**src/rtl/core/assert_macros.svh**
```systemverilog
// Assertion macros shared by the RTL files; define ASSERT_OFF to drop them.
`ifndef ASSERT_MACROS_SVH
`define ASSERT_MACROS_SVH

`ifndef ASSERT_OFF
// Check prop at every rising clock edge outside reset.
`define ASSERT_CLK(label, prop, msg) \
  label: assert property (@(posedge clk_i) disable iff (!rst_ni) (prop)) else $error(msg);
// Check prop at every rising clock edge, reset included.
`define ASSERT_ALWAYS(label, prop, msg) \
  label: assert property (@(posedge clk_i) (prop)) else $error(msg);
`else
`define ASSERT_CLK(label, prop, msg)
`define ASSERT_ALWAYS(label, prop, msg)
`endif

`endif

```
**src/rtl/core/esd_pkg.sv**
```systemverilog
// Shared types, character codes and helpers of the escape sequence decoder.
package esd_pkg;

  // Character codes
  localparam logic [7:0] ChNul       = 8'h00;
  localparam logic [7:0] ChBel       = 8'h07;
  localparam logic [7:0] ChLf        = 8'h0A;
  localparam logic [7:0] ChCr        = 8'h0D;
  localparam logic [7:0] ChPeriod    = 8'h2E;
  localparam logic [7:0] ChSlash     = 8'h2F;
  localparam logic [7:0] ChDigit0    = 8'h30;
  localparam logic [7:0] ChDigit9    = 8'h39;
  localparam logic [7:0] ChUpperA    = 8'h41;
  localparam logic [7:0] ChUpperF    = 8'h46;
  localparam logic [7:0] ChUpperH    = 8'h48;
  localparam logic [7:0] ChUpperN    = 8'h4E;
  localparam logic [7:0] ChUpperR    = 8'h52;
  localparam logic [7:0] ChUpperX    = 8'h58;
  localparam logic [7:0] ChBackslash = 8'h5C;
  localparam logic [7:0] ChLowerA    = 8'h61;
  localparam logic [7:0] ChLowerF    = 8'h66;
  localparam logic [7:0] ChLowerH    = 8'h68;
  localparam logic [7:0] ChLowerN    = 8'h6E;
  localparam logic [7:0] ChLowerR    = 8'h72;
  localparam logic [7:0] ChLowerX    = 8'h78;

  // Output queue geometry
  localparam int unsigned QueueDepth = 4;
  localparam int unsigned PtrW       = $clog2(QueueDepth);
  localparam int unsigned CntW       = $clog2(QueueDepth + 1);

  typedef enum logic [2:0] {
    PH_PLAIN = 3'd0,
    PH_ESC   = 3'd1,
    PH_X_HI  = 3'd2,
    PH_X_LO  = 3'd3,
    PH_H_HI  = 3'd4,
    PH_H_LO  = 3'd5
  } esd_phase_e;

  // Up to two decoded bytes produced by one input word
  typedef struct packed {
    logic [1:0] num;
    logic [7:0] b0;
    logic [7:0] b1;
  } esd_res_t;

  // One queued output word
  typedef struct packed {
    logic [7:0] data;
    logic       last;
  } esd_word_t;

  // Hex digit value; anything that is not a hex digit counts as zero.
  function automatic logic [3:0] hex_val(input logic [7:0] c);
    logic [7:0] d;
    d = 8'h00;
    if (c >= ChDigit0 && c <= ChDigit9) begin
      d = c - ChDigit0;
    end else if (c >= ChUpperA && c <= ChUpperF) begin
      d = c - ChUpperA + 8'd10;
    end else if (c >= ChLowerA && c <= ChLowerF) begin
      d = c - ChLowerA + 8'd10;
    end
    return d[3:0];
  endfunction

endpackage

```
**src/rtl/core/escape_sequence_decoder.sv**
```systemverilog
// Top level of the escape sequence decoder: input register, decoder, output queue.
//
//   channel | direction | payload                     | handshake
//   --------+-----------+-----------------------------+--------------------
//   in      | to block  | in_byte_i                   | in_valid_i/in_stall_o
//   out     | from block| out_byte_o, last_of_run_o   | out_valid_o/out_stall_i
//
// One word in per cycle while in_stall_o is low; a word's first byte is offered on
// the output once it has passed the input register and then the four-entry output
// queue, and a second byte follows it.
// The input register decodes and pushes only while the queue has room for two
// bytes, so the queue depth sets how much output back-pressure is absorbed.
// Reset (rst_ni low, asynchronous) empties the queue and returns to plain text.
// A stall on either side holds the waiting word; nothing is dropped.
`include "assert_macros.svh"

module escape_sequence_decoder (
  input  logic       clk_i,
  input  logic       rst_ni,
  input  logic       in_valid_i,
  output logic       in_stall_o,
  input  logic [7:0] in_byte_i,
  output logic       out_valid_o,
  input  logic       out_stall_i,
  output logic [7:0] out_byte_o,
  output logic       last_of_run_o
);

  logic                          in_valid_q;
  logic [7:0]                    in_byte_q;
  logic                          fire;
  logic                          room;
  esd_pkg::esd_res_t             res;
  logic [esd_pkg::CntW-1:0]      count;

  // Room for the worst case of two bytes; count is registered, so the stall
  // never depends combinationally on the downstream stall.
  assign room       = ({1'b0, count} + (esd_pkg::CntW+1)'(2))
                      <= (esd_pkg::CntW+1)'(esd_pkg::QueueDepth);
  assign in_stall_o = in_valid_q && !room;
  assign fire       = in_valid_q && room;

  // Hold the input word while stalled, otherwise advance.
  always_ff @(posedge clk_i or negedge rst_ni) begin
    if (!rst_ni) begin
      in_valid_q <= 1'b0;
    end else if (!in_stall_o) begin
      in_valid_q <= in_valid_i;
    end
  end

  always_ff @(posedge clk_i) begin
    if (!in_stall_o) begin
      in_byte_q <= in_byte_i;
    end
  end

  esd_decode u_decode (
    .clk_i  (clk_i),
    .rst_ni (rst_ni),
    .fire_i (fire),
    .byte_i (in_byte_q),
    .res_o  (res)
  );

  esd_out_fifo u_out_fifo (
    .clk_i         (clk_i),
    .rst_ni        (rst_ni),
    .push_i        (fire),
    .res_i         (res),
    .out_stall_i   (out_stall_i),
    .out_valid_o   (out_valid_o),
    .out_byte_o    (out_byte_o),
    .last_of_run_o (last_of_run_o),
    .count_o       (count)
  );

  // Queue never holds more words than it has entries.
  `ASSERT_CLK(a_queue_bound, count <= esd_pkg::CntW'(esd_pkg::QueueDepth), "output queue overflow")
  // Stall only while a word sits in the input register.
  `ASSERT_CLK(a_stall_held, in_stall_o |-> in_valid_q, "stall without a held word")
  // End of string yields no output byte.
  `ASSERT_CLK(a_nul_silent, (fire && in_byte_q == esd_pkg::ChNul) |-> (res.num == 2'd0), "NUL produced output")
  // Output side is only valid when the queue holds a word.
  `ASSERT_CLK(a_valid_count, out_valid_o == (count != '0), "output valid disagrees with queue")

endmodule

```
**src/rtl/core/esd_decode.sv**
```systemverilog
// Escape decoder: phase state and per-word decode into up to two bytes.
module esd_decode (
  input  logic             clk_i,
  input  logic             rst_ni,
  input  logic             fire_i,
  input  logic [7:0]       byte_i,
  output esd_pkg::esd_res_t res_o
);

  esd_pkg::esd_phase_e phase_q, phase_d;
  logic [7:0]          hi_q, hi_d;
  logic [7:0]          esc_q, esc_d;

  always_comb begin
    phase_d = phase_q;
    hi_d    = hi_q;
    esc_d   = esc_q;
    res_o   = '0;
    if (byte_i == esd_pkg::ChNul) begin
      // end of string: drop anything pending
      phase_d = esd_pkg::PH_PLAIN;
      hi_d    = '0;
      esc_d   = '0;
    end else begin
      case (phase_q)
        esd_pkg::PH_ESC: begin
          phase_d = esd_pkg::PH_PLAIN;
          if (byte_i inside {esd_pkg::ChSlash, esd_pkg::ChBackslash}) begin
            res_o.num = 2'd1;
            res_o.b0  = byte_i;
          end else if (byte_i inside {esd_pkg::ChLowerR, esd_pkg::ChUpperR}) begin
            res_o.num = 2'd1;
            res_o.b0  = esd_pkg::ChCr;
          end else if (byte_i inside {esd_pkg::ChLowerN, esd_pkg::ChUpperN}) begin
            res_o.num = 2'd1;
            res_o.b0  = esd_pkg::ChLf;
          end else if (byte_i inside {esd_pkg::ChLowerA, esd_pkg::ChUpperA}) begin
            res_o.num = 2'd1;
            res_o.b0  = esd_pkg::ChBel;
          end else if (byte_i inside {esd_pkg::ChLowerX, esd_pkg::ChUpperX}) begin
            phase_d = esd_pkg::PH_X_HI;
          end else if (byte_i inside {esd_pkg::ChLowerH, esd_pkg::ChUpperH}) begin
            phase_d = esd_pkg::PH_H_HI;
          end else if (byte_i == esd_pkg::ChDigit0) begin
            res_o.num = 2'd1;
            res_o.b0  = esd_pkg::ChNul;
          end else begin
            // unknown escape: replay the escape character, then the byte
            res_o.num = 2'd2;
            res_o.b0  = esc_q;
            res_o.b1  = byte_i;
          end
        end
        esd_pkg::PH_X_HI: begin
          hi_d    = byte_i;
          phase_d = esd_pkg::PH_X_LO;
        end
        esd_pkg::PH_X_LO: begin
          res_o.num = 2'd1;
          res_o.b0  = {esd_pkg::hex_val(hi_q), esd_pkg::hex_val(byte_i)};
          phase_d   = esd_pkg::PH_PLAIN;
        end
        esd_pkg::PH_H_HI: begin
          if (byte_i == esd_pkg::ChPeriod) begin
            phase_d = esd_pkg::PH_PLAIN;
          end else begin
            hi_d    = byte_i;
            phase_d = esd_pkg::PH_H_LO;
          end
        end
        esd_pkg::PH_H_LO: begin
          res_o.num = 2'd1;
          res_o.b0  = {esd_pkg::hex_val(hi_q), esd_pkg::hex_val(byte_i)};
          phase_d   = esd_pkg::PH_H_HI;
        end
        default: begin
          phase_d = esd_pkg::PH_PLAIN;
          if (byte_i inside {esd_pkg::ChSlash, esd_pkg::ChBackslash}) begin
            esc_d   = byte_i;
            phase_d = esd_pkg::PH_ESC;
          end else begin
            res_o.num = 2'd1;
            res_o.b0  = byte_i;
          end
        end
      endcase
    end
  end

  always_ff @(posedge clk_i or negedge rst_ni) begin
    if (!rst_ni) begin
      phase_q <= esd_pkg::PH_PLAIN;
      hi_q    <= '0;
      esc_q   <= '0;
    end else if (fire_i) begin
      phase_q <= phase_d;
      hi_q    <= hi_d;
      esc_q   <= esc_d;
    end
  end

endmodule

```
**src/rtl/core/esd_out_fifo.sv**
```systemverilog
// Output queue: takes up to two bytes per cycle, hands out one per cycle while out_stall_i is low.
module esd_out_fifo (
  input  logic                      clk_i,
  input  logic                      rst_ni,
  input  logic                      push_i,
  input  esd_pkg::esd_res_t         res_i,
  input  logic                      out_stall_i,
  output logic                      out_valid_o,
  output logic [7:0]                out_byte_o,
  output logic                      last_of_run_o,
  output logic [esd_pkg::CntW-1:0]  count_o
);

  esd_pkg::esd_word_t            mem_q [esd_pkg::QueueDepth];
  logic [esd_pkg::PtrW-1:0]      wr_ptr_q, wr_ptr_d, rd_ptr_q, rd_ptr_d;
  logic [esd_pkg::CntW-1:0]      count_q, count_d;
  logic [esd_pkg::PtrW-1:0]      wr_ptr_nx;
  logic [1:0]                    num;
  logic                          pop;

  assign num       = push_i ? res_i.num : 2'd0;
  assign pop       = (count_q != '0) && !out_stall_i;
  assign wr_ptr_nx = wr_ptr_q + 1'b1;

  always_comb begin
    wr_ptr_d = wr_ptr_q + num[esd_pkg::PtrW-1:0];
    rd_ptr_d = rd_ptr_q + {{(esd_pkg::PtrW-1){1'b0}}, pop};
    count_d  = count_q + {{(esd_pkg::CntW-2){1'b0}}, num}
             - {{(esd_pkg::CntW-1){1'b0}}, pop};
  end

  always_ff @(posedge clk_i or negedge rst_ni) begin
    if (!rst_ni) begin
      wr_ptr_q <= '0;
      rd_ptr_q <= '0;
      count_q  <= '0;
    end else begin
      wr_ptr_q <= wr_ptr_d;
      rd_ptr_q <= rd_ptr_d;
      count_q  <= count_d;
    end
  end

  // payload storage, no reset
  always_ff @(posedge clk_i) begin
    if (num != 2'd0) begin
      mem_q[wr_ptr_q] <= '{data: res_i.b0, last: (num == 2'd1)};
    end
    if (num == 2'd2) begin
      mem_q[wr_ptr_nx] <= '{data: res_i.b1, last: 1'b1};
    end
  end

  assign out_valid_o   = (count_q != '0);
  assign out_byte_o    = mem_q[rd_ptr_q].data;
  assign last_of_run_o = mem_q[rd_ptr_q].last;
  assign count_o       = count_q;

endmodule
```
**config.mk**
```make
export PLATFORM = sky130hd
export DESIGN_NAME = escape_sequence_decoder
export DESIGN_NICKNAME = d
export VERILOG_FILES = /design/src/rtl/core/esd_pkg.sv /design/src/rtl/core/escape_sequence_decoder.sv /design/src/rtl/core/esd_decode.sv /design/src/rtl/core/esd_out_fifo.sv
export VERILOG_INCLUDE_DIRS = /design/src /design/src/rtl/core
export SDC_FILE = /design/constraint.sdc
export NUM_CORES = 1
export LEC_CHECK = 0
export ABC_AREA = 1
export ABC_CLOCK_PERIOD_IN_PS = 4200
export BUFFER_PORTS_ARGS = -buffer_cell sky130_fd_sc_hd__buf_2
export CORE_MARGIN = 1.5
export CORE_UTILIZATION = 40
export DETAILED_ROUTE_END_ITERATION = 10
export SYNTH_ARGS = -nofsm -noshare
export SYNTH_HDL_FRONTEND = slang
export SYNTH_HIERARCHICAL = 1
export SYNTH_SLANG_ARGS = --single-unit
```
**constraint.sdc**
```tcl
create_clock -name clk_i -period 4.2 [get_ports clk_i]
set_input_delay 0.42 -clock clk_i [delete_from_list [all_inputs] [get_ports clk_i]]
set_output_delay 0.42 -clock clk_i [all_outputs]
set_load 0.1 [all_outputs]
```
Yosys cells after proc, flatten, opt, wreduce, memory -nomap -nowiden
Memories as Yosys holds them, arrays and structs flattened.
Cells that the tools add are included.
Widths: inputs -> output; s select.
{"block": "totals", "ff_bits": 35, "mem_bits_rw": 36, "inputBits": 12, "out_inout_bits": 11, "word_cells": 131, "memories": 1}
{"memory": "u_out_fifo.mem_q", "words": 4, "width": 9, "read_ports": 1, "rd_clocked_by_memory_dff": 0, "wr": 2, "line_no": "esd_out_fifo.sv:14", "text": "esd_pkg::esd_word_t mem_q [esd_pkg::QueueDepth];"}
{"block": "op_classes", "add_sub_neg": 16, "magnitude_cmp": 13, "eq_ne": 23, "muxes": 43, "reduce_logical": 27}
{"op": "$eq 8x7->1 const B", "n": 11}
{"op": "$mux 8", "n": 11}
{"op": "$mux 18", "n": 3}
{"op": "$mux 10", "n": 5}
{"op": "$ge 8x7->1 const B", "n": 4}
{"op": "$le 8x7->1 const B", "n": 4}
{"op": "$pmux 10 s3", "n": 1}
{"op": "$eq 8x6->1 const B", "n": 3}
{"op": "$mux 3", "n": 8}
{"op": "$mux 4", "n": 6}
{"op": "$sub 4x1->4 const B", "n": 6}
{"op": "$add 4x4->4 const B", "n": 4}
{"op": "$ge 8x6->1 const B", "n": 2}
{"op": "$le 8x6->1 const B", "n": 2}
{"op": "$pmux 8 s2", "n": 1}
{"op": "$reduce_bool 2->1", "n": 8}
{"op": "$pmux 3 s5", "n": 1}
{"op": "$logic_and 1x1->1", "n": 9}
{"op": "$mux 9", "n": 1}
{"op": "$logic_not 8->1", "n": 1}
{"op": "$eq 3x2->1 const B", "n": 2}
{"op": "$eq 3x3->1 const B", "n": 2}
{"op": "$reduce_and 3->1", "n": 2}
{"op": "$reduce_bool 3->1", "n": 2}
{"op": "other kinds (17)", "n": 23}

Logic depth before layout (Yosys ltp)
Gate-level depths: netlist of the first run.
{"block": "logic_depth", "depth_word": 14, "mapped_depth": 22}

By module
The synthesis of the first run kept the hierarchy.
{"module": "esd_out_fifo", "instances": 1, "cells_per_inst": 252, "area_per_inst_um2": 2244.7, "seq_area_each_um2": 1216.2}
{"module": "esd_decode", "instances": 1, "cells_per_inst": 278, "area_per_inst_um2": 1808.0, "seq_area_each_um2": 475.5}
{"module": "escape_sequence_decoder", "instances": 1, "cells_per_inst": 20, "area_per_inst_um2": 329.1, "seq_area_each_um2": 265.3}

Worst setup path after synthesis of the first run
Ideal clock, no wire load.
{"block": "synth_path", "path_type": "reg-to-output", "from": "reg u_out_fifo/rd_ptr_q[1] in the netlist's numbering", "to": "out last_of_run_o", "t_arrival_ps": 2852, "setup_slack_ps": 928, "stages_incl_launch_ff": 5, "path_buffers": 1, "path_cell_list": "dfrtp_1 -> clkinv_1 -> buf_2 -> o21ai_0 -> o21ai_0"}
{"block": "synth_between", "elab_chain_cells": 1}
{"element": "start: declaration", "line_no": "esd_out_fifo.sv:15", "text": "logic [esd_pkg::PtrW-1:0] wr_ptr_q, wr_ptr_d, rd_ptr_q, rd_ptr_d;"}
{"element": "start signal: assignment", "line_no": "esd_out_fifo.sv:39", "text": "rd_ptr_q <= rd_ptr_d;"}
{"element": "$mem_v2 4x9"}
{"element": "end: declaration", "line_no": "escape_sequence_decoder.sv:26", "text": "output logic last_of_run_o"}
Every way passes these cells.

==> impl_metrics.yaml, run 1 <==
sta:
  skew_ps: 12.0
  timing.hold.ws_ps: 64.2
  final_hold_viol_count: 0
  worst_pin_slew_ps: 747
  fmax_mhz: 294
  setup_violations: 0
  finalMaxSlewViolations: 0
  rsz0062_at_grt: "no"
  fin_crit_ps: 3410
  finalSetupTns_ps: 0
  fin_crit_sh_pct: 81.1
  maxSlewHeadroom_pct: 50.0
cells_and_area:
  multiInputGateArea_um2: 2090
  drive_above_1_share_pct: 16.1
  num_antenna_cells: 0
  area_growth_pct: 10.7
  fillers: 1109
  final-seq-area_um2: 1960
  nets: 597
synth:
  synth.cell_area_um2: 4380
  synthMostInstantiatedCell: "nand2_1"
  syn_avg_cell_area_um2: 7.97
  ys_async_sr_fraction_pct: 38.0
  synth_adder_area_share_pct: 3.88
  synth-edff-count: 40
  synth_top_cells_by_count: "nand2_1, nand3_1, o21ai_0"
  synth_cells: 550
  muxShareOfSynthArea_pct: 0
  ys.flop_type: "edfxtp_1"
  synth_top_family_by_area: "simple AND/OR/NAND/NOR gates"
  synth-simple-area-share_pct: 31.2
  yosys.area.top_type: "edfxtp_1"
  synth_xor_area_share_pct: 0.800
  synth-seq-cells: 71
  synthTopCellsByArea: "edfxtp_1, dfrtp_1, nand2_1"
  synth_seq_area_share_pct: 44.7
  netlist.area_leader.share_pct: 27.4
  synth_nets: 575
  synth_compound_area_share_pct: 11.8
  ys_types: 37
  synth_warnings: 6
placed_design:
  io_buffer_count: 22
  gp_congestion: 0.949
  place_hpwl_um: 8480
floorplan:
  start_util_pct: 40.8
  rows: 38
  die_area_um2: 11600
  pin_count: 23
  core_area_um2: 10700
  dieHeight_um: 108
  die_w_um: 108
drt:
  drc: 0
  wl_met2_um: 5330
  drtIter0Drc: 232
  ant_nets: 0
  dr_wl_met3_um: 546
  wl_per_cell_um: 15.6
  vias: 3794
  highest_layer: "met4"
  viasPerCell: 5.29
  wirelength_um: 11200
  dr.pass1.iters: 5
  wl_met1_um: 4950
worst_setup_path:
  cp.arrival_ps: 3660
  crit_path_start_kind: "flop"
  crit_path_start: "in_byte_q[0]"
  cp.required_ps: 4450
  critPathMaxFanout: 8
  r2r_start: "in_byte_q[0]"
  critPathCaptureType: "flop"
  worst-setup-path-type: "reg2reg"
clocking:
  cts_setup_buffers: 0
  path_clk_slew_ps: 90
  cts_sinks: 71
  ctsResizeCount: 0
  postCtsHoldBufs: 0
  cts_root_buf: "clkbuf_8"
  clockBufferDepth: 2
  numCtsBuffers: 9
  insertion_delay_ps: 360
  htreeDepth: 3
  tritoncts: "built"
global_routing:
  antenna_found_initial: 0
  overflow: 0
  grt_max_degree: 28
  grt_usage_pct: 21.2
  grt_pass1_wl_um: 18700
  grt_pass1_vias: 3649
hold_path:
  hp-class: "in2async"
status:
  status: "finished, final reports clean"
flow_run:
  max-cap-violations: 0
[layer usage]
| metal | GRT usage [%] | vias up |
|---|---|---|
| li1 | - | 1873 |
| met1 | 27.2 | 1757 |
| met2 | 34.8 | 136 |
| met3 | 4.18 | 28 |
| met4 | 8.93 | 0 |
| met5 | 0 | - |
[area by class of cell]
class                      count  area share [%]
inverter                      62            4.80
timing repair buffer          24            2.58
clock buffer                   9            2.55
sequential                    71            40.4
multi-input combinational    404            43.1
clock inverter                 7            2.97
tap                          140            3.61
[worst max-delay path, cell delays in order, from the launching register on]
cell,delay (ps)
edfxtp_1,470
inv_1,150
ha_1,300
inv_1,90
nor2_2,40
nand3_2,80
nand2_4,100
nor2_2,260
inv_2,80
nand2_1,60
inv_1,50
a21oi_1,320
nand2_2,130
inv_1,100
nand2_1,60
nand2_1,50
ha_1,130
inv_1,50
fa_1,370
xnor2_1,230
inv_1,60
nand2_1,60
nand2_1,50
[path summary, 6_finish.rpt]
path                                     endpoint  slack [ps]  cells past startpoint
max reg2reg                 u_out_fifo/count_o[2]         790                     22
max in group asynchronous  u_out_fifo/wr_ptr_q[0]        3720                      1
min reg2reg                u_out_fifo/mem_q[3][0]         470                      2
max                         u_out_fifo/count_o[2]         790                     22
min in group clk_i                   in_byte_q[2]         230                      1
min                             u_decode/esc_q[2]          60                      1
[logic make-up after synthesis]
family / count (synthesis)
simple gates: 294
compound gates: 93
buf+inv: 75
flops: 71
fa+ha+maj: 13
xor+xnor: 4
[per-stage QoR]
stage / cell area [um2] / cells / setup slack, ps / utilization [%]
3_5_place_dp: 4580 / 701 / 857 / 42.6
5_1_grt: 4850 / 717 / 531 / 45.1
2_1_floorplan: 4380 / 550 / 928 / -
6_report: 4850 / 717 / 794 / 45.1
4_1_cts: 4850 / 717 / 834 / 45.1
3_3_place_gp: 4580 / 701 / 1010 / 42.6
[cell usage in the layout, fill, tap and decap left out, types with 2 or more instances in the layout]
| master | netlist | final |
|---|---|---|
| nor2_1 | 62 | 62 |
| clkinvlp_4 | 0 | 2 |
| dfrtp_1 | 27 | 27 |
| nor2_2 | 9 | 9 |
| buf_2 | 6 | 22 |
| o21ai_1 | 14 | 14 |
| nand2_1 | 112 | 112 |
| nand3_2 | 5 | 5 |
| bufinv_16 | 0 | 4 |
| clkbuf_8 | 0 | 9 |
| nand3_1 | 75 | 75 |
| buf_4 | 2 | 2 |
| nor3_1 | 3 | 3 |
| inv_1 | 51 | 51 |
| xor2_1 | 2 | 2 |
| dfxtp_1 | 4 | 4 |
| inv_2 | 10 | 10 |
| o21ai_2 | 9 | 9 |
| nand4_1 | 5 | 5 |
| edfxtp_1 | 40 | 40 |
| nand2_2 | 13 | 13 |
| ha_1 | 12 | 12 |
| xnor2_1 | 2 | 2 |
| nor2_4 | 3 | 3 |
| a21oi_1 | 3 | 3 |
| o21ai_0 | 63 | 63 |
[flip-flops by register name (all words and copies together), names as in the netlist]
| register | cells |
|---|---|
| in_byte_q | 8 |
| in_valid_q | 1 |
| u_decode/esc_q | 8 |
| u_decode/hi_q | 8 |
| u_decode/phase_q | 3 |
| u_out_fifo/count_o | 3 |
| u_out_fifo/mem_q | 36 |
| u_out_fifo/rd_ptr_q | 2 |
| u_out_fifo/wr_ptr_q | 2 |
Power of run 1 is not shown: default switching activity piles up to over one toggle a cycle in this logic, so the estimate is an artifact.
==> inputs of run 2 (changes only) <==
Settings changed: ABC_CLOCK_PERIOD_IN_PS 4200 to 2800.
Clock period 4.2 ns to 2.8 ns, I/O delays scaled along.
==> run 2 against run 1 <==
Effect of this change: first-iteration DRC count rose by 2.6%; utilization rose by 3.3 points; wire length fell by 0.51%; global-route usage fell by 0.69 points; worst setup slack got worse by 750 ps; non-clock buffer count rose by 50; largest cell class unchanged; hold slack improved by 21 ps; sequential share of layout area fell by 2.8 points; clock-buffer cell count did not move.
==> impl_metrics.yaml, run 2 (same netlist as run 1, synthesis figures left out) <==
worst_setup_path:
  crit_path_start: "in_byte_q[1]"
  worst-setup-path-type: "reg2reg"
  r2r_start: "in_byte_q[1]"
  critPathCaptureType: "flop"
  cp.required_ps: 3050
  critPathMaxFanout: 5
  crit_path_start_kind: "flop"
  cp.arrival_ps: 3010
global_routing:
  overflow: 0
  grt_max_degree: 33
  grt_pass1_vias: 3664
  grt_pass1_wl_um: 18200
  antenna_found_initial: 0
  grt_usage_pct: 20.5
sta:
  worst_pin_slew_ps: 615
  setup_violations: 0
  rsz0062_at_grt: "yes"
  finalMaxSlewViolations: 0
  fmax_mhz: 363
  fin_crit_ps: 2750
  skew_ps: 11.3
  maxSlewHeadroom_pct: 59.0
  fin_crit_sh_pct: 98.4
  final_hold_viol_count: 0
drt:
  drtIter0Drc: 238
  dr.pass1.iters: 5
  wirelength_um: 11100
  ant_nets: 0
  vias: 3913
  drc: 0
  viasPerCell: 5.10
  wl_per_cell_um: 14.5
floorplan:
  rows: 38
  die_w_um: 108
  die_area_um2: 11600
  dieHeight_um: 108
  core_area_um2: 10700
  pin_count: 23
  start_util_pct: 40.8
cells_and_area:
  final_util_pct: 48.5
  mostFrequentLayoutCells: "nand2_1, nand3_1, nor2_1"
  num_antenna_cells: 0
  final_common_cell: "nand2_1"
  nets: 647
  max_flop_register: "u_out_fifo/mem_q"
  drive_above_1_share_pct: 24.4
  fillers: 1083
  largest_register_ffs: 36
  area_growth_pct: 18.8
clocking:
  cts_root_buf: "clkbuf_8"
  clockBufferDepth: 2
  tritoncts: "built"
  htreeDepth: 3
  numCtsBuffers: 9
  cts_sinks: 71
  insertion_delay_ps: 360
  path_clk_slew_ps: 80
hold_path:
  hp-class: "in2reg"
  min-delay-start: "in_byte_i[5]"
flow_run:
  max-cap-violations: 0
placed_design:
  io_buffer_count: 22
  gp_congestion: 0.971
  place_hpwl_um: 8550
status:
  status: "finished, final reports clean"
==> run 2: cell count changes in the layout (fill, tap and decap cells not counted), sizes merged <==
cell and change:
clkinv +5, dlygate4sd3 +1, clkinvlp -1, buf +49, bufinv -3, inv -1
==> run 2: layout make-up <==
class	count	area, um2	share of cell area, %
inverter	62	233	4.47
tap	140	175	3.36
clock inverter	7	63.8	1.23
clock buffer	9	124	2.38
multi-input combinational	404	2150	41.3
sequential	71	1960	37.6
timing repair buffer	74	503	9.66
==> run 2: final timing paths <==
path	end	slack [ps]	cells after the start
max reg2reg	u_out_fifo/count_o[2]	50	18
min	in_byte_q[5]	90	1
max	u_out_fifo/count_o[2]	50	18
min reg2reg	u_out_fifo/mem_q[1][0]	460	2
min in group asynchronous	u_decode/esc_q[1]	460	2
max in group asynchronous	in_valid_q	1930	2
==> run 2: what timing repair did <==
action / CTS / global route
setup buffers: 5 / 3
gates resized for setup: 2 / 7
endpoints found under the hold margin: 27 / 0
pin swaps: 3 / 1
gates cloned: 0 / 0
hold buffers: 1 / 0
setup endpoints to repair: 1 / 10
==> run 2: per-layer routing <==
metal	up-vias	GRT usage [%]	wire length (um)
met4	0	7.80	260
met3	24	3.69	471
met1	1810	26.4	5030
li1	1974	-	-
met2	105	34.3	5370
met5	-	0	0
==> run 2: through the flow <==
step / worst slack, ps / hold slack (ps) / std cells / setup TNS (ps) / instance area, um2
2_1_floorplan: 9.48 / -15.6 / 550 / 0 / 4400
3_3_place_gp: 49.0 / 323 / 742 / 0 / 4910
3_5_place_dp: -44.2 / 327 / 742 / -44.2 / 4910
4_1_cts: 1.20 / 72.5 / 764 / 0 / 5140
5_1_grt: -122 / 68.3 / 767 / -122 / 5210
6_report: 45.9 / 85.5 / 767 / 0 / 5210
==> run 2: worst max-delay path, cell delays in order, from the launching register on <==
cell and delay [ps]:
edfxtp_1 510, inv_2 160, ha_1 230, nand4_1 140, and2_4 170, nand3_1 80
o21ai_2 60, a21oi_2 190, nand2_2 100, inv_2 80, nand2_1 50, nand2_1 60
ha_1 140, inv_1 50, fa_2 350, xnor2_2 150, inv_1 50, nand2_1 50
nand2_1 40
Power of run 2 is left out for the same reason.
==> inputs of run 3 (changes only) <==
Settings changed: REMOVE_ABC_BUFFERS set to 1.
==> run 3 against run 2 <==
Effect of this change: maximum frequency rose by 4.1%; global-route usage rose by 0.31 points; sequential share of layout area rose by 0.22 points.
==> impl_metrics.yaml, run 3 (same netlist as run 1, synthesis figures left out) <==
clocking:
  tritoncts: "built"
  path_clk_slew_ps: 80
  cts_sinks: 71
  clockBufferDepth: 2
  cts_root_buf: "clkbuf_8"
  numCtsBuffers: 9
  insertion_delay_ps: 350
  htreeDepth: 3
placed_design:
  placed_cell_area_um2: 4890
  place_hpwl_um: 8780
  gp_congestion: 0.940
  io_buffer_count: 22
  dp_cells: 742
floorplan:
  die_w_um: 108
  die_area_um2: 11600
  rows: 38
  start_util_pct: 40.8
  core_area_um2: 10700
  dieHeight_um: 108
  pin_count: 23
global_routing:
  grt_max_degree: 33
  grt_usage_pct: 20.8
  overflow: 0
  grt_pass1_vias: 3717
  antenna_found_initial: 0
  grt_pass1_wl_um: 18500
sta:
  finalSetupTns_ps: 0
  finalMaxSlewViolations: 0
  fin_crit_ps: 2640
  skew_ps: 10.5
  final_hold_viol_count: 0
  maxSlewHeadroom_pct: 50.0
  fin_crit_sh_pct: 94.5
  setup_violations: 0
  timing.hold.ws_ps: 108
  worst_pin_slew_ps: 751
  fmax_mhz: 378
worst_setup_path:
  critPathCaptureType: "flop"
  critPathMaxFanout: 4
  r2r_slack_ps: 160
  slowest_delay_ps: 410
  crit_path_start_kind: "flop"
  crit_chain: "buf_4, ha_1, nand4_1, nand2_4, buf_4, nor2_4, nand3_2, inv_2, nand2_2, ha_1, fa_2, xnor2_2, inv_1, nand2_1, nand2_1"
  slowest_stage: "edfxtp_1"
  worst-setup-path-type: "reg2reg"
  cp.required_ps: 3050
  cp.arrival_ps: 2890
drt:
  wirelength_um: 11200
  ant_nets: 0
  viasPerCell: 5.11
  wl_per_cell_um: 14.7
  vias: 3900
  drc: 0
  drtIter0Drc: 202
  dr.pass1.iters: 5
cells_and_area:
  final-seq-area_um2: 1960
  instances_no_fill: 763
  final_common_cell: "nand2_1"
  final_area_um2: 5180
  mostFrequentLayoutCells: "nand2_1, nand3_1, o21ai_0"
  max_flop_register: "u_out_fifo/mem_q"
  nets: 643
  num_antenna_cells: 0
  multiInputGateArea_um2: 2150
  largest_register_ffs: 36
  fillers: 1077
  drive_above_1_share_pct: 24.1
  area_growth_pct: 18.1
status:
  status: "finished, final reports clean"
hold_path:
  hp-class: "in2reg"
flow_run:
  max-cap-violations: 0
run 3: cell types whose count changed in the layout (fill, tap and decap cells not counted), moves of 2 or more:
cell | previous run | this run
o21ai_0 | 54 | 63
o21ai_1 | 22 | 14
buf_4 | 51 | 47
inv_4 | 0 | 3
clkinv_1 | 3 | 1
nand2_1 | 110 | 112
nand2_2 | 15 | 13
nand3_1 | 75 | 73
nand3_2 | 5 | 7
run 3: per-stage QoR:
stage	worst slack [ps]	utilization [%]
after global routing	-15.2	48.2
after floorplan	-476	-
after detailed placement	-3.32	45.5
after CTS	12.3	47.3
after global placement	84.3	45.5
final	155	48.2
run 3: worst paths after layout:
check	start	to	cells past startpoint
min	in_byte_i[5]	in_byte_q[5]	1
min in group asynchronous	rst_ni	u_decode/hi_q[4]	2
min reg2reg	u_out_fifo/mem_q[1][0]	u_out_fifo/mem_q[1][0]	2
max	in_byte_q[0]	u_out_fifo/count_o[2]	15
max reg2reg	in_byte_q[0]	u_out_fifo/count_o[2]	15
max in group asynchronous	rst_ni	u_out_fifo/wr_ptr_q[0]	2
run 3: what timing repair did:
action                                  CTS  global route
endpoints found under the setup margin    0            19
buffers inserted                          0             4
endpoints found under the hold margin    27             0
hold buffers                              1             0
gates resized for setup                   0            16
run 3: critical path: cells and delay by family (launching register included):
kind,cells,cell delay [ps]
AND/OR/NAND/NOR,7,580
flip-flops,1,410
adder cells (fa/ha/maj),3,940
XOR/XNOR,1,170
buffers and inverters,4,450
run 3: area by class of cell:
type,instances,share of cell area [%]
Multi-Input combinational cell,404,41.6
Timing Repair Buffer,70,9.14
Sequential cell,71,37.8
Tap cell,140,3.38
Clock buffer,10,2.88
Inverter,62,4.50
Clock inverter,6,0.725
run 3: per-layer routing:
layer	track usage, %	wire length (um)
met5	0	0
met1	26.2	5040
met3	3.87	457
met4	6.95	233
met2	35.9	5500
Power of run 3 is left out for the same reason.
